--- src/rtl/wsd_pkg.sv ---
`timescale 1ns / 1ps
// Package for the WebSocket frame deframer: parse phases, header codes,
// and the result record shared by the parser and output stage.
// No dependencies.
package wsd_pkg;

  typedef enum logic [2:0] {
    PH_FIRST   = 3'd0,
    PH_LEN     = 3'd1,
    PH_EXTLEN  = 3'd2,
    PH_MASK    = 3'd3,
    PH_PAYLOAD = 3'd4
  } phase_t;

  localparam logic [7:0] HDR_TEXT       = 8'h81;
  localparam logic [7:0] HDR_BINARY     = 8'h82;
  localparam logic [7:0] LEN_MASK       = 8'h7F;
  localparam logic [6:0] LEN_DIRECT_MAX = 7'd125;
  localparam logic [6:0] LEN_EXT16      = 7'd126;
  localparam logic [3:0] EXT16_BYTES    = 4'd2;
  localparam logic [3:0] EXT64_BYTES    = 4'd8;

  typedef struct packed {
    logic [7:0] payload_byte;
    logic       last_of_frame;
    logic       is_binary;
  } res_t;

endpackage

--- src/rtl/wsd_ifs.sv ---
`timescale 1ns / 1ps
// Valid/ready channel interfaces for the deframer: received byte stream in,
// unmasked payload bytes out. Depends on nothing.
interface wsd_in_if;
  logic       valid;
  logic       ready;
  logic [7:0] data_byte;

  modport source (output valid, output data_byte, input ready);
  modport sink   (input valid, input data_byte, output ready);
endinterface

interface wsd_out_if;
  logic       valid;
  logic       ready;
  logic [7:0] payload_byte;
  logic       last_of_frame;
  logic       is_binary;

  modport source (output valid, output payload_byte, output last_of_frame,
                  output is_binary, input ready);
  modport sink   (input valid, input payload_byte, input last_of_frame,
                  input is_binary, output ready);
endinterface

--- src/rtl/wsd_in_stage.sv ---
`timescale 1ns / 1ps
// Input register for the received byte stream. Takes a new byte whenever
// empty or when the parser consumes the held byte. Uses wsd_in_if.
module wsd_in_stage (
  input  logic        clk,
  input  logic        rst,
  wsd_in_if.sink      byte_in,
  input  logic        consume,
  output logic        valid,
  output logic [7:0]  data
);

  assign byte_in.ready = !valid || consume;

  always_ff @(posedge clk) begin
    if (rst) begin
      valid <= 1'b0;
    end else if (byte_in.ready) begin
      valid <= byte_in.valid;
    end
  end

  always_ff @(posedge clk) begin
    if (byte_in.ready) begin
      data <= byte_in.data_byte;
    end
  end

endmodule

--- src/rtl/wsd_parser.sv ---
`timescale 1ns / 1ps
// Frame header parser and payload unmasker. One byte per advance; holds the
// parse state, length counter and mask key. Depends on wsd_pkg.
module wsd_parser import wsd_pkg::*; (
  input  logic        clk,
  input  logic        rst,
  input  logic        advance,
  input  logic [7:0]  data,
  output logic        res_valid,
  output res_t        res
);

  phase_t      phase, phase_next;
  logic [3:0]  len_left, len_left_next;
  logic [63:0] length, length_next;   // counts down through the payload
  logic [31:0] mask_key, mask_key_next;
  logic [1:0]  mask_cnt, mask_cnt_next;
  logic [1:0]  key_idx, key_idx_next;
  logic        frame_ok, frame_ok_next;
  logic        frame_bin, frame_bin_next;

  logic [6:0]  len7;
  logic [7:0]  key_byte;
  logic        last;

  assign len7 = data[6:0] & LEN_MASK[6:0];
  assign last = (length == 64'd1);

  always_comb begin
    unique case (key_idx)
      2'd0: key_byte = mask_key[31:24];
      2'd1: key_byte = mask_key[23:16];
      2'd2: key_byte = mask_key[15:8];
      2'd3: key_byte = mask_key[7:0];
    endcase
  end

  always_ff @(posedge clk) begin
    if (rst) begin
      phase     <= PH_FIRST;
      len_left  <= 4'd0;
      mask_cnt  <= 2'd0;
      key_idx   <= 2'd0;
      frame_ok  <= 1'b0;
      frame_bin <= 1'b0;
    end else if (advance) begin
      phase     <= phase_next;
      len_left  <= len_left_next;
      mask_cnt  <= mask_cnt_next;
      key_idx   <= key_idx_next;
      frame_ok  <= frame_ok_next;
      frame_bin <= frame_bin_next;
    end
  end

  always_ff @(posedge clk) begin
    if (advance) begin
      length   <= length_next;
      mask_key <= mask_key_next;
    end
  end

  always_comb begin
    phase_next     = phase;
    len_left_next  = len_left;
    length_next    = length;
    mask_key_next  = mask_key;
    mask_cnt_next  = mask_cnt;
    key_idx_next   = key_idx;
    frame_ok_next  = frame_ok;
    frame_bin_next = frame_bin;
    res_valid      = 1'b0;
    res.payload_byte  = data ^ key_byte;
    res.last_of_frame = last;
    res.is_binary     = frame_bin;

    unique case (phase)
      PH_LEN: begin
        mask_cnt_next = 2'd0;
        if (len7 <= LEN_DIRECT_MAX) begin
          length_next = {57'd0, len7};
          phase_next  = PH_MASK;
        end else begin
          length_next   = 64'd0;
          len_left_next = (len7 == LEN_EXT16) ? EXT16_BYTES : EXT64_BYTES;
          phase_next    = PH_EXTLEN;
        end
      end
      PH_EXTLEN: begin
        length_next   = {length[55:0], data};
        len_left_next = len_left - 4'd1;
        if (len_left == 4'd1) begin
          phase_next = PH_MASK;
        end
      end
      PH_MASK: begin
        mask_key_next = {mask_key[23:0], data};
        mask_cnt_next = mask_cnt + 2'd1;
        if (mask_cnt == 2'd3) begin
          key_idx_next = 2'd0;
          phase_next   = (length == 64'd0) ? PH_FIRST : PH_PAYLOAD;
        end
      end
      PH_PAYLOAD: begin
        res_valid    = advance && frame_ok;
        key_idx_next = key_idx + 2'd1;
        length_next  = length - 64'd1;
        if (last) begin
          phase_next = PH_FIRST;
        end
      end
      default: begin
        // first header byte; unknown phase codes land here as well
        frame_ok_next  = (data == HDR_TEXT) || (data == HDR_BINARY);
        frame_bin_next = (data == HDR_BINARY);
        len_left_next  = 4'd0;
        phase_next     = PH_LEN;
      end
    endcase
  end

  a_payload_len_nonzero: assert property (@(posedge clk) disable iff (rst)
    phase == PH_PAYLOAD |-> length != 64'd0)
    else $error("payload phase with zero bytes left");

  a_extlen_count: assert property (@(posedge clk) disable iff (rst)
    phase == PH_EXTLEN |-> (len_left != 4'd0 && len_left <= EXT64_BYTES))
    else $error("extended length count out of range");

  a_last_ends_frame: assert property (@(posedge clk) disable iff (rst)
    (advance && phase == PH_PAYLOAD && last) |=> phase == PH_FIRST)
    else $error("frame did not end after its last payload byte");

  a_result_only_good_frame: assert property (@(posedge clk) disable iff (rst)
    res_valid |-> (frame_ok && phase == PH_PAYLOAD))
    else $error("result from a rejected frame or outside payload");

endmodule

--- src/rtl/wsd_out_stage.sv ---
`timescale 1ns / 1ps
// Result register for unmasked payload bytes. Loads whenever empty or when
// the held result is taken. Depends on wsd_pkg and wsd_out_if.
module wsd_out_stage import wsd_pkg::*; (
  input  logic        clk,
  input  logic        rst,
  input  logic        res_valid,
  input  res_t        res,
  output logic        load,
  wsd_out_if.source   frame_out
);

  res_t held;

  assign load = !frame_out.valid || frame_out.ready;

  always_ff @(posedge clk) begin
    if (rst) begin
      frame_out.valid <= 1'b0;
    end else if (load) begin
      frame_out.valid <= res_valid;
    end
  end

  always_ff @(posedge clk) begin
    if (load) begin
      held <= res;
    end
  end

  assign frame_out.payload_byte  = held.payload_byte;
  assign frame_out.last_of_frame = held.last_of_frame;
  assign frame_out.is_binary     = held.is_binary;

endmodule

--- src/rtl/websocket_frame_deframer_core.sv ---
`timescale 1ns / 1ps
// Top level of the WebSocket frame deframer: input register, header parser
// with unmasking, result register. Depends on wsd_pkg, wsd_ifs and submodules.
//
//   channel    dir  payload                                   handshake
//   byte_in    in   data_byte[7:0]                            valid/ready
//   frame_out  out  payload_byte[7:0], last_of_frame, is_binary  valid/ready
//
// Accepts one byte per cycle while frame_out does not stall; a payload byte
// passes through the input register, then the result register, before it
// shows up on frame_out.
// Header, mask key and rejected-frame bytes produce no output transaction.
// rst clears the parse state to "awaiting first header byte" and empties both
// registers. A stall on frame_out backs up through both registers to byte_in.ready.
module websocket_frame_deframer_core import wsd_pkg::*; (
  input  logic      clk,
  input  logic      rst,
  wsd_in_if.sink    byte_in,
  wsd_out_if.source frame_out
);

  logic       in_valid;
  logic [7:0] in_data;
  logic       load;
  logic       advance;
  logic       res_valid;
  res_t       res;

  assign advance = in_valid && load;

  wsd_in_stage u_in (
    .clk     (clk),
    .rst     (rst),
    .byte_in (byte_in),
    .consume (load),
    .valid   (in_valid),
    .data    (in_data)
  );

  wsd_parser u_parser (
    .clk       (clk),
    .rst       (rst),
    .advance   (advance),
    .data      (in_data),
    .res_valid (res_valid),
    .res       (res)
  );

  wsd_out_stage u_out (
    .clk       (clk),
    .rst       (rst),
    .res_valid (res_valid),
    .res       (res),
    .load      (load),
    .frame_out (frame_out)
  );

endmodule

--- src/flat_wrapper.sv ---
// flat-port wrapper written by rule: the top's interface ports become plain ports
module websocket_frame_deframer_core_flat import wsd_pkg::*;
  (clk, rst, byte_in_valid, byte_in_data_byte, byte_in_ready, frame_out_valid, frame_out_payload_byte, frame_out_last_of_frame, frame_out_is_binary, frame_out_ready);
  wsd_in_if byte_in_i ();
  wsd_out_if frame_out_i ();
  input  logic clk;
  input  logic rst;
  input wire logic [$bits(byte_in_i.valid)-1:0] byte_in_valid;
  input wire logic [$bits(byte_in_i.data_byte)-1:0] byte_in_data_byte;
  output wire logic [$bits(byte_in_i.ready)-1:0] byte_in_ready;
  output wire logic [$bits(frame_out_i.valid)-1:0] frame_out_valid;
  output wire logic [$bits(frame_out_i.payload_byte)-1:0] frame_out_payload_byte;
  output wire logic [$bits(frame_out_i.last_of_frame)-1:0] frame_out_last_of_frame;
  output wire logic [$bits(frame_out_i.is_binary)-1:0] frame_out_is_binary;
  input wire logic [$bits(frame_out_i.ready)-1:0] frame_out_ready;
  assign byte_in_i.valid = byte_in_valid;
  assign byte_in_i.data_byte = byte_in_data_byte;
  assign byte_in_ready = byte_in_i.ready;
  assign frame_out_valid = frame_out_i.valid;
  assign frame_out_payload_byte = frame_out_i.payload_byte;
  assign frame_out_last_of_frame = frame_out_i.last_of_frame;
  assign frame_out_is_binary = frame_out_i.is_binary;
  assign frame_out_i.ready = frame_out_ready;
  websocket_frame_deframer_core u_core (.clk(clk), .rst(rst), .byte_in(byte_in_i), .frame_out(frame_out_i));
endmodule
--- config.mk ---
export PLATFORM = sky130hd
export DESIGN_NAME = websocket_frame_deframer_core_flat
export DESIGN_NICKNAME = d
export VERILOG_FILES = /design/src/rtl/wsd_pkg.sv /design/src/rtl/wsd_ifs.sv /design/src/rtl/wsd_in_stage.sv /design/src/rtl/wsd_parser.sv /design/src/rtl/wsd_out_stage.sv /design/src/rtl/websocket_frame_deframer_core.sv /design/src/flat_wrapper.sv
export SDC_FILE = /design/constraint.sdc
export NUM_CORES = 1
export LEC_CHECK = 0
export BUFFER_PORTS_ARGS = -buffer_cell sky130_fd_sc_hd__buf_4
export CELL_PAD_IN_SITES_DETAIL_PLACEMENT = 0
export CELL_PAD_IN_SITES_GLOBAL_PLACEMENT = 2
export CORE_MARGIN = 4
export CORE_UTILIZATION = 45
export CTS_CLUSTER_DIAMETER = 50
export DETAILED_ROUTE_END_ITERATION = 16
export GPL_TIMING_DRIVEN = 0
export PLACE_DENSITY_LB_ADDON = 0.1
export SYNTH_ARGS = -nofsm -noshare
export SYNTH_HDL_FRONTEND = slang
export SYNTH_HIERARCHICAL = 1
export SYNTH_SLANG_ARGS = --single-unit
export TNS_END_PERCENT = 10
--- constraint.sdc ---
create_clock -name clk -period 6.2 [get_ports clk]
set_clock_uncertainty 0.2 [all_clocks]
set_input_delay 0.62 -clock clk [delete_from_list [all_inputs] [get_ports clk]]
set_output_delay 0.62 -clock clk [all_outputs]
set_load 0.02 [all_outputs]
# Word-level counts from Yosys, hierarchy flattened
# Cells that the tools add are included.
# totals
reg_bits	129
output_inout_bits	12
word_cells	76
# classes
addsub	4
order_cmp	1
n_eq_ne	17
mux	16
bitwise_logic	3
n_reduce_logical	21
# op_table
cell	count
64-bit case mux with 3 select lines	1
64-bit by 1-bit == test with 1-bit output, second input constant	1
64-bit zero test	1
64-bit by 1-bit subtractor with 64-bit output, second input constant	1
8-bit case mux with 4 select lines	1
8-bit == test, second input constant	2
3-bit 2-to-1 mux	4
3-bit case mux with 4 select lines	1
4-bit case mux with 3 select lines	1
4-bit 2-to-1 mux	2
2-bit != test, second input constant	4
2-bit case mux with 2 select lines	2
2-bit AND reduction	4
8-bit bitwise XOR	1
7-bit == test, second input constant	1
7-bit less-or-equal comparator, second input constant	1
7-bit 2-to-1 mux	1
2-bit == test, second input constant	3
3-bit by 2-bit == test with 1-bit output, second input constant	2
3-bit AND reduction	2
2-bit by 1-bit adder with 2-bit output, second input constant	2
4-bit by 1-bit == test with 1-bit output, second input constant	1
4-bit AND reduction	1
2-bit nonzero test	2
other kinds (14)	20

# Longest topological paths before layout
# Gate-level depths: netlist of the first run.
# logic_depth
ltp_word	5
ltp_mapped	9
ltp_nobuf	8

# Modules after synthesis
# The synthesis of the first run kept the hierarchy.
# modules_own_cells
mod	instances	cells_each	area_each_um2	seq_area_each_um2
wsd_parser	1	586	6068.3	3143.0
wsd_out_stage	1	14	346.6	320.3
wsd_in_stage	1	12	286.5	260.2
websocket_frame_deframer_core	1	1	6.3	0.0

# Worst setup path before layout of the first run
# Ideal clock, no wire load.
# synth_path
kind	input port to flip-flop
startpoint	input port frame_out_ready
endpoint	register u_core.u_parser.length[0] (enable)
setup_ps	427
t_arrival_ps	2739
t_required_ps	5573
setup_slack_ps	2835
cell_stages	4
path_buffers	1
path_cell_list	nand2b_4 > and2_1 > clkbuf_1 > o21a_1
# synth_via
elab_chain_cells	3
# synth_lines
item	line_no	rtl
start: declaration	flat_wrapper.sv:15	input wire logic [$bits(frame_out_i.ready)-1:0] frame_out_ready;
1-bit logical OR	wsd_out_stage.sv:15	assign load = !frame_out.valid || frame_out.ready;
1-bit logical AND	websocket_frame_deframer_core.sv:29	assign advance = in_valid && load;
via u_core.advance	websocket_frame_deframer_core.sv:25	logic advance;
2-bit AND reduction (no source line)	n/a	
end signal: assignment	wsd_parser.sv:58	length <= length_next;
end: declaration	wsd_parser.sv:15	logic [63:0] length, length_next;
# The timed path passes the listed nets, and every way through them passes these cells.
# A chain may end at the register's enable or synchronous reset.

# Worst setup path after layout of the first run
# layout_path
startpoint	register u_core.u_parser.length[2]
endpoint	register u_core.u_parser.length[23], data pin
# layout_via
elab_chain_cells	2
# layout_lines
item	line_no	rtl
64-bit by 1-bit subtractor with 64-bit output	wsd_parser.sv:107	length_next = length - 64'd1;
64-bit case mux with 3 select lines	wsd_parser.sv:77	unique case (phase)
via u_core.u_parser.length_next[23]	wsd_parser.sv:15	
# The timed path passes the listed nets, and every way through them passes these cells.

==> results of run 1 <==
[cells by family after synthesis]
family                   after synthesis  synth area share
XOR/XNOR                              69            0.0901
buffers and inverters                 43            0.0284
flip-flops                           129             0.555
AND/OR/NAND/NOR                      244             0.203
adder cells (fa/ha/maj)                9            0.0168
AO/OA/AOI/OAI                        119             0.107
[layer usage]
metal / up-vias / routed length [um]
li1: 2352 / -
met1: 2433 / 8150
met2: 152 / 8000
met3: 23 / 857
met4: 0 / 244
met5: - / 0
[through the flow]
stage               instance area (um^2)  hold WS, ns
floorplan                           6710        0.226
global placement                    7110        0.231
detailed placement                  7150        0.236
CTS                                 7730        0.152
global route                        7730        0.149
finish                              7730        0.177
[cell type report]
class	instances	area [um^2]	share of cell area
sequential	129	3720	0.482
buffer	31	145	0.0188
clock buffer	17	425	0.0550
timing repair buffer	24	200	0.0259
tap	184	230	0.0298
inverter	12	45.0	0.00583
multi-input combinational	441	2800	0.362
clock inverter	14	160	0.0207
[state kept, by name, summed over array words and instances (netlist names), 2 cells and up]
name	count
u_core/u_in/data	8
u_core/u_out/frame_out.payload_byte	8
u_core/u_parser/key_idx	2
u_core/u_parser/len_left	4
u_core/u_parser/length	64
u_core/u_parser/mask_cnt	2
u_core/u_parser/mask_key	32
u_core/u_parser/phase	3
[final timing paths]
path                                                               end  slack, ns  depth (start not counted)
worst max-delay path              u_core/u_parser/length[23]$_DFFE_PP_       2.92                          8
worst min-delay path                     u_core/u_in/data[6]$_DFFE_PP_       0.18                          1
worst max register to register    u_core/u_parser/length[23]$_DFFE_PP_       2.92                          8
worst min register to register  u_core/u_parser/mask_key[14]$_DFFE_PP_       0.25                          0
[critical path, stage by stage (launching register included)]
cell,delay [ns]
edfxtp_1,0.49
or4_1,0.67
or2_1,0.27
buf_6,0.14
nor3_4,0.56
buf_6,0.28
nand3_2,0.10
xor2_1,0.19
o22ai_2,0.10
[power groups by stage]
stage | Combinational (uW) | Clock [uW] | Sequential (uW)
2_1_floorplan | 66.2 | 0 | 1010
3_3_place_gp | 104 | 0 | 1020
3_5_place_dp | 108 | 0 | 1010
4_1_cts | 109 | 1010 | 996
5_1_grt | 120 | 1060 | 999
6_report | 109 | 993 | 997
[placed cells by master, fill, tap and decap left out, drive strengths merged, types with 9 or more instances in the layout]
cell	synthesis	routed
inv	12	15
xnor2	30	30
or3	10	10
buf	9	33
dfxtp	15	15
nor2	46	46
ha	9	9
xor2	39	39
edfxtp	114	114
nand4	14	14
nand3	15	15
nand2	79	79
o21ai	61	61
clkbuf	22	39
nor4	12	12
a21oi	30	30
nor3	25	25
==> flow_summary.yaml, run 1 <==
clocking:
  post_cts_buffers: 0
  cts-root-buf: "clkbuf_16"
  cts_tree: "done"
  numCtsBuffers: 17
  cts_sinks: 129
  cts-htree-levels: 4
  clkLatencyLatePin_ns: 0.42
  clock_path_buffers: 2
  clk_pin_slew_ns: 0.06
  postCtsResizedCells: 0
  cts_hold_buf: 0
logic_synthesis:
  ys_top_cells_by_count: "edfxtp_1, nand2_1, nor2_1"
  ys.warnings.count: 6
  seq_area_frac_synth: 0.555
  synth.most_common_cell: "edfxtp_1"
  yosys-top-cells-area: "edfxtp_1, xor2_1, dfxtp_1, nand2_1, xnor2_1"
  syn_nets: 634
  synth_edf_count: 114
  synth.ff_latch_count: 129
  synth_area_per_cell_um2: 10.9
  syn-instance-count: 613
  async_flop_share: 0
  synth.distinct_cells: 58
  synth_top_area_frac: 0.510
  syn_area_um2: 6710
  synth_ff_type: "edfxtp_1"
  yosys.area.top_type: "edfxtp_1"
placement:
  dp_slack_ns: 2.97
  dp_cells: 821
  globalplace.congestion: 0.804
  hpwl_um: 11400
  portBuffers: 23
sta:
  slew_headroom: 0.336
  post-route-period-util: 0.529
  max_freq_mhz: 305
  tns_ns: 0
  worst_slew_pin_slew_ns: 0.993
  fin_crit_ns: 3.28
  rsz0062_at_grt: "false"
  hold_viol: 0
  drv_slew: 0
  setup_violations: 0
  setup_slack_ns: 2.92
setup_path:
  arrival_ns: 3.23
  crit_required_ns: 6.15
  startpoint_type: "register"
  cp-end-kind: "register"
  path_class: "register to register"
  critPathLaunch: "u_core/u_parser/length[2]$_DFFE_PP_"
  worstPathMaxFanout: 10
  r2r_start: "u_core/u_parser/length[2]$_DFFE_PP_"
detailed_routing:
  via_per_inst: 5.82
  drt_pass1_iterations: 5
  post_drt_wl_per_cell_um: 20.2
  drc: 0
  first_iter_violations: 510
  vias: 4960
  drt-total-wl_um: 17200
  antenna_left: 0
power:
  power_switching_uw: 492
  sequentialPowerShare: 0.475
  p_leak_uw: 0.00252
  swShare: 0.235
  power.density_nw_per_um2: 271
  power_uw: 2100
  combPwrFrac: 0.052
  power_frac_clock: 0.473
  power.internal_uw: 1610
  ir_drop_mv: 0.189
floorplanning:
  die_w_um: 130
  pin_count: 24
  start_util: 0.460
  rows: 44
  dieArea_um2: 16900
  die-height_um: 130
  core_um2: 14600
global_routing:
  grt_use_total: 0.214
  grt_max_degree: 54
  grtUsageMet2: 0.320
  grt_busiest_layer: "met2"
  grt_pass1_wl_um: 27200
  use_met3: 0.0499
  grt_pass1_vias: 4860
  antenna_found_initial: 0
  gr-usage-met1: 0.305
  grt-ovfl-total: 0
finish:
  area_growth_pct: 15.3
  nets: 677
  insertedDiodeCount: 0
  stdcell_count: 852
  finalCoreUtilization: 0.530
  fillers: 1292
  drive_above_1_share: 0.142
job:
  cap_violations: 0
min_path:
  hp-class: "input pin to register"
  hold_path.startpoint: "byte_in_data_byte[6]"
status:
  run_status: "finished clean"
No activity file was read; power rests on OpenSTA's default activity.
==> run 2: changes to the inputs <==
Settings changed: CORE_UTILIZATION 45 to 42.
Clock period 6.2 ns to 3.4 ns, I/O delays scaled along.
==> flow_summary.yaml, run 2 (synthesis gave the netlist of run 1 again) <==
status:
  run_status: "finished clean"
setup_path:
  worstPathMaxFanout: 10
  crit_end: "u_core/u_parser/length[23]$_DFFE_PP_"
  worstPathCellList: "or4_1, buf_2, or2_1, buf_6, nor3_4, buf_6, nand3_2, xor2_1, o22ai_2"
  r2r-end: "u_core/u_parser/length[23]$_DFFE_PP_"
  cp_common_cell: "buf_6"
  cp.depth: 9
  r2r_start: "u_core/u_parser/length[6]$_DFFE_PP_"
  startpoint_type: "register"
  path_class: "register to register"
  critPathLaunch: "u_core/u_parser/length[6]$_DFFE_PP_"
  arrival_ns: 3.15
  worst_path_max_delay_cell: "or4_1"
  crit_required_ns: 3.34
  cp-end-kind: "register"
  crit_family: "simple AND/OR/NAND/NOR gates"
  crit_buf_inv: 3
  reg2regPathDepth: 9
  cp_slowest_stage_delay_ns: 0.54
  reg2reg_slack_ns: 0.19
finish:
  largest_reg_flops: 64
  seqCellArea_um2: 3720
  area_growth_pct: 16.7
  insertedDiodeCount: 0
  layout_common_cells: "edfxtp_1, nand2_1, nor2_1"
  drive_above_1_share: 0.141
  fillers: 1438
  nets: 687
  multi_input_area_um2: 2800
  top_regs: "u_core/u_parser/length: 64 flops, u_core/u_parser/mask_key: 32 flops"
  top_register: "u_core/u_parser/length"
  layout_commonest_cell: "edfxtp_1"
clocking:
  cts-htree-levels: 4
  clock_path_buffers: 2
  postCtsResizedCells: 0
  cts_sinks: 129
  clk_pin_slew_ns: 0.06
  post_cts_buffers: 0
  clkLatencyLatePin_ns: 0.43
  cts-root-buf: "clkbuf_16"
  numCtsBuffers: 17
  cts_tree: "done"
global_routing:
  antenna_found_initial: 0
  grt_pass1_wl_um: 28300
  grt_pass1_vias: 5017
  grt-ovfl-total: 0
  grt_max_degree: 54
  grt_use_total: 0.203
power:
  ir_drop_mv: 0.357
  power.density_nw_per_um2: 478
  p_leak_uw: 0.00255
  power_uw: 3740
sta:
  worst_slew_pin_slew_ns: 1.06
  rsz0062_at_grt: "false"
  hold_viol: 0
  setup_violations: 0
  drv_slew: 0
  post-route-period-util: 0.943
  max_freq_mhz: 312
  holdWs_ns: 0.155
  slew_headroom: 0.289
  fin_crit_ns: 3.21
detailed_routing:
  antenna_left: 0
  via_per_inst: 5.67
  post_drt_wl_per_cell_um: 20.0
  drt_pass1_iterations: 4
  drt-total-wl_um: 17800
  first_iter_violations: 517
  vias: 5049
  drc: 0
placement:
  hpwl_um: 11600
  portBuffers: 23
  globalplace.congestion: 0.818
min_path:
  hold_depth: 3
  hp-class: "input pin to register"
floorplanning:
  pin_count: 24
  rows: 45
  die-height_um: 134
  die_w_um: 134
  dieArea_um2: 18100
  core_um2: 15400
  start_util: 0.435
job:
  cap_violations: 0
run 2: worst min path at each step:
stage	from	end	slack [ns]
final	frame_out_ready	u_core/u_out/frame_out.valid$_SDFFE_PP0P_	0.15
after global routing	frame_out_ready	u_core/u_out/frame_out.valid$_SDFFE_PP0P_	0.17
after CTS	frame_out_ready	u_core/u_out/frame_out.valid$_SDFFE_PP0P_	0.16
after detailed placement	u_core/u_parser/mask_key[4]$_DFFE_PP_	u_core/u_parser/mask_key[12]$_DFFE_PP_	0.23
after global placement	u_core/u_parser/mask_key[4]$_DFFE_PP_	u_core/u_parser/mask_key[12]$_DFFE_PP_	0.23
after floorplan	rst	u_core/u_in/valid$_SDFFE_PP0P_	0.20
run 2: repair_timing:
action                                 CTS  global route
setup endpoints to repair                0             0
endpoints found under the hold margin   12             0
hold buffers                            10             0
run 2: routing by layer:
layer  track usage  vias to the layer above  part of all wire
li1              -                     2376                 -
met1         0.295                     2536              0.49
met2         0.306                      117              0.46
met3        0.0499                       20             0.043
met4        0.0537                        0             0.011
met5             0                        -                 0
run 2: where the power goes:
part	switching [uW]	internal (uW)
sequential	49.3	1770
combinational	127	81.8
clock	766	950
run 2: final cells by class:
type                       count  area share
multi-input combinational    441       0.358
tap                          211      0.0337
sequential                   129       0.476
buffer                        31      0.0185
clock inverter                15      0.0155
clock buffer                  17      0.0543
inverter                      12     0.00575
timing repair buffer          34      0.0384
run 2: tightest hold or removal path, cell delays in order:
cell and delay, ns:
buf_4 0.08, nand2b_4 0.24, a21oi_2 0.08
run 2: through the flow:
step | setup slack (ns) | instance area (um^2) | std cells | setup TNS (ns) | utilization
floorplan | 0.0889 | 6710 | 613 | 0 | -
global placement | -1.37 | 7140 | 847 | -87.58 | 0.463
detailed placement | 0.216 | 7180 | 848 | 0 | 0.465
CTS | 0.204 | 7830 | 890 | 0 | 0.507
global route | 0.0741 | 7830 | 890 | 0 | 0.507
finish | 0.193 | 7830 | 890 | 0 | 0.507
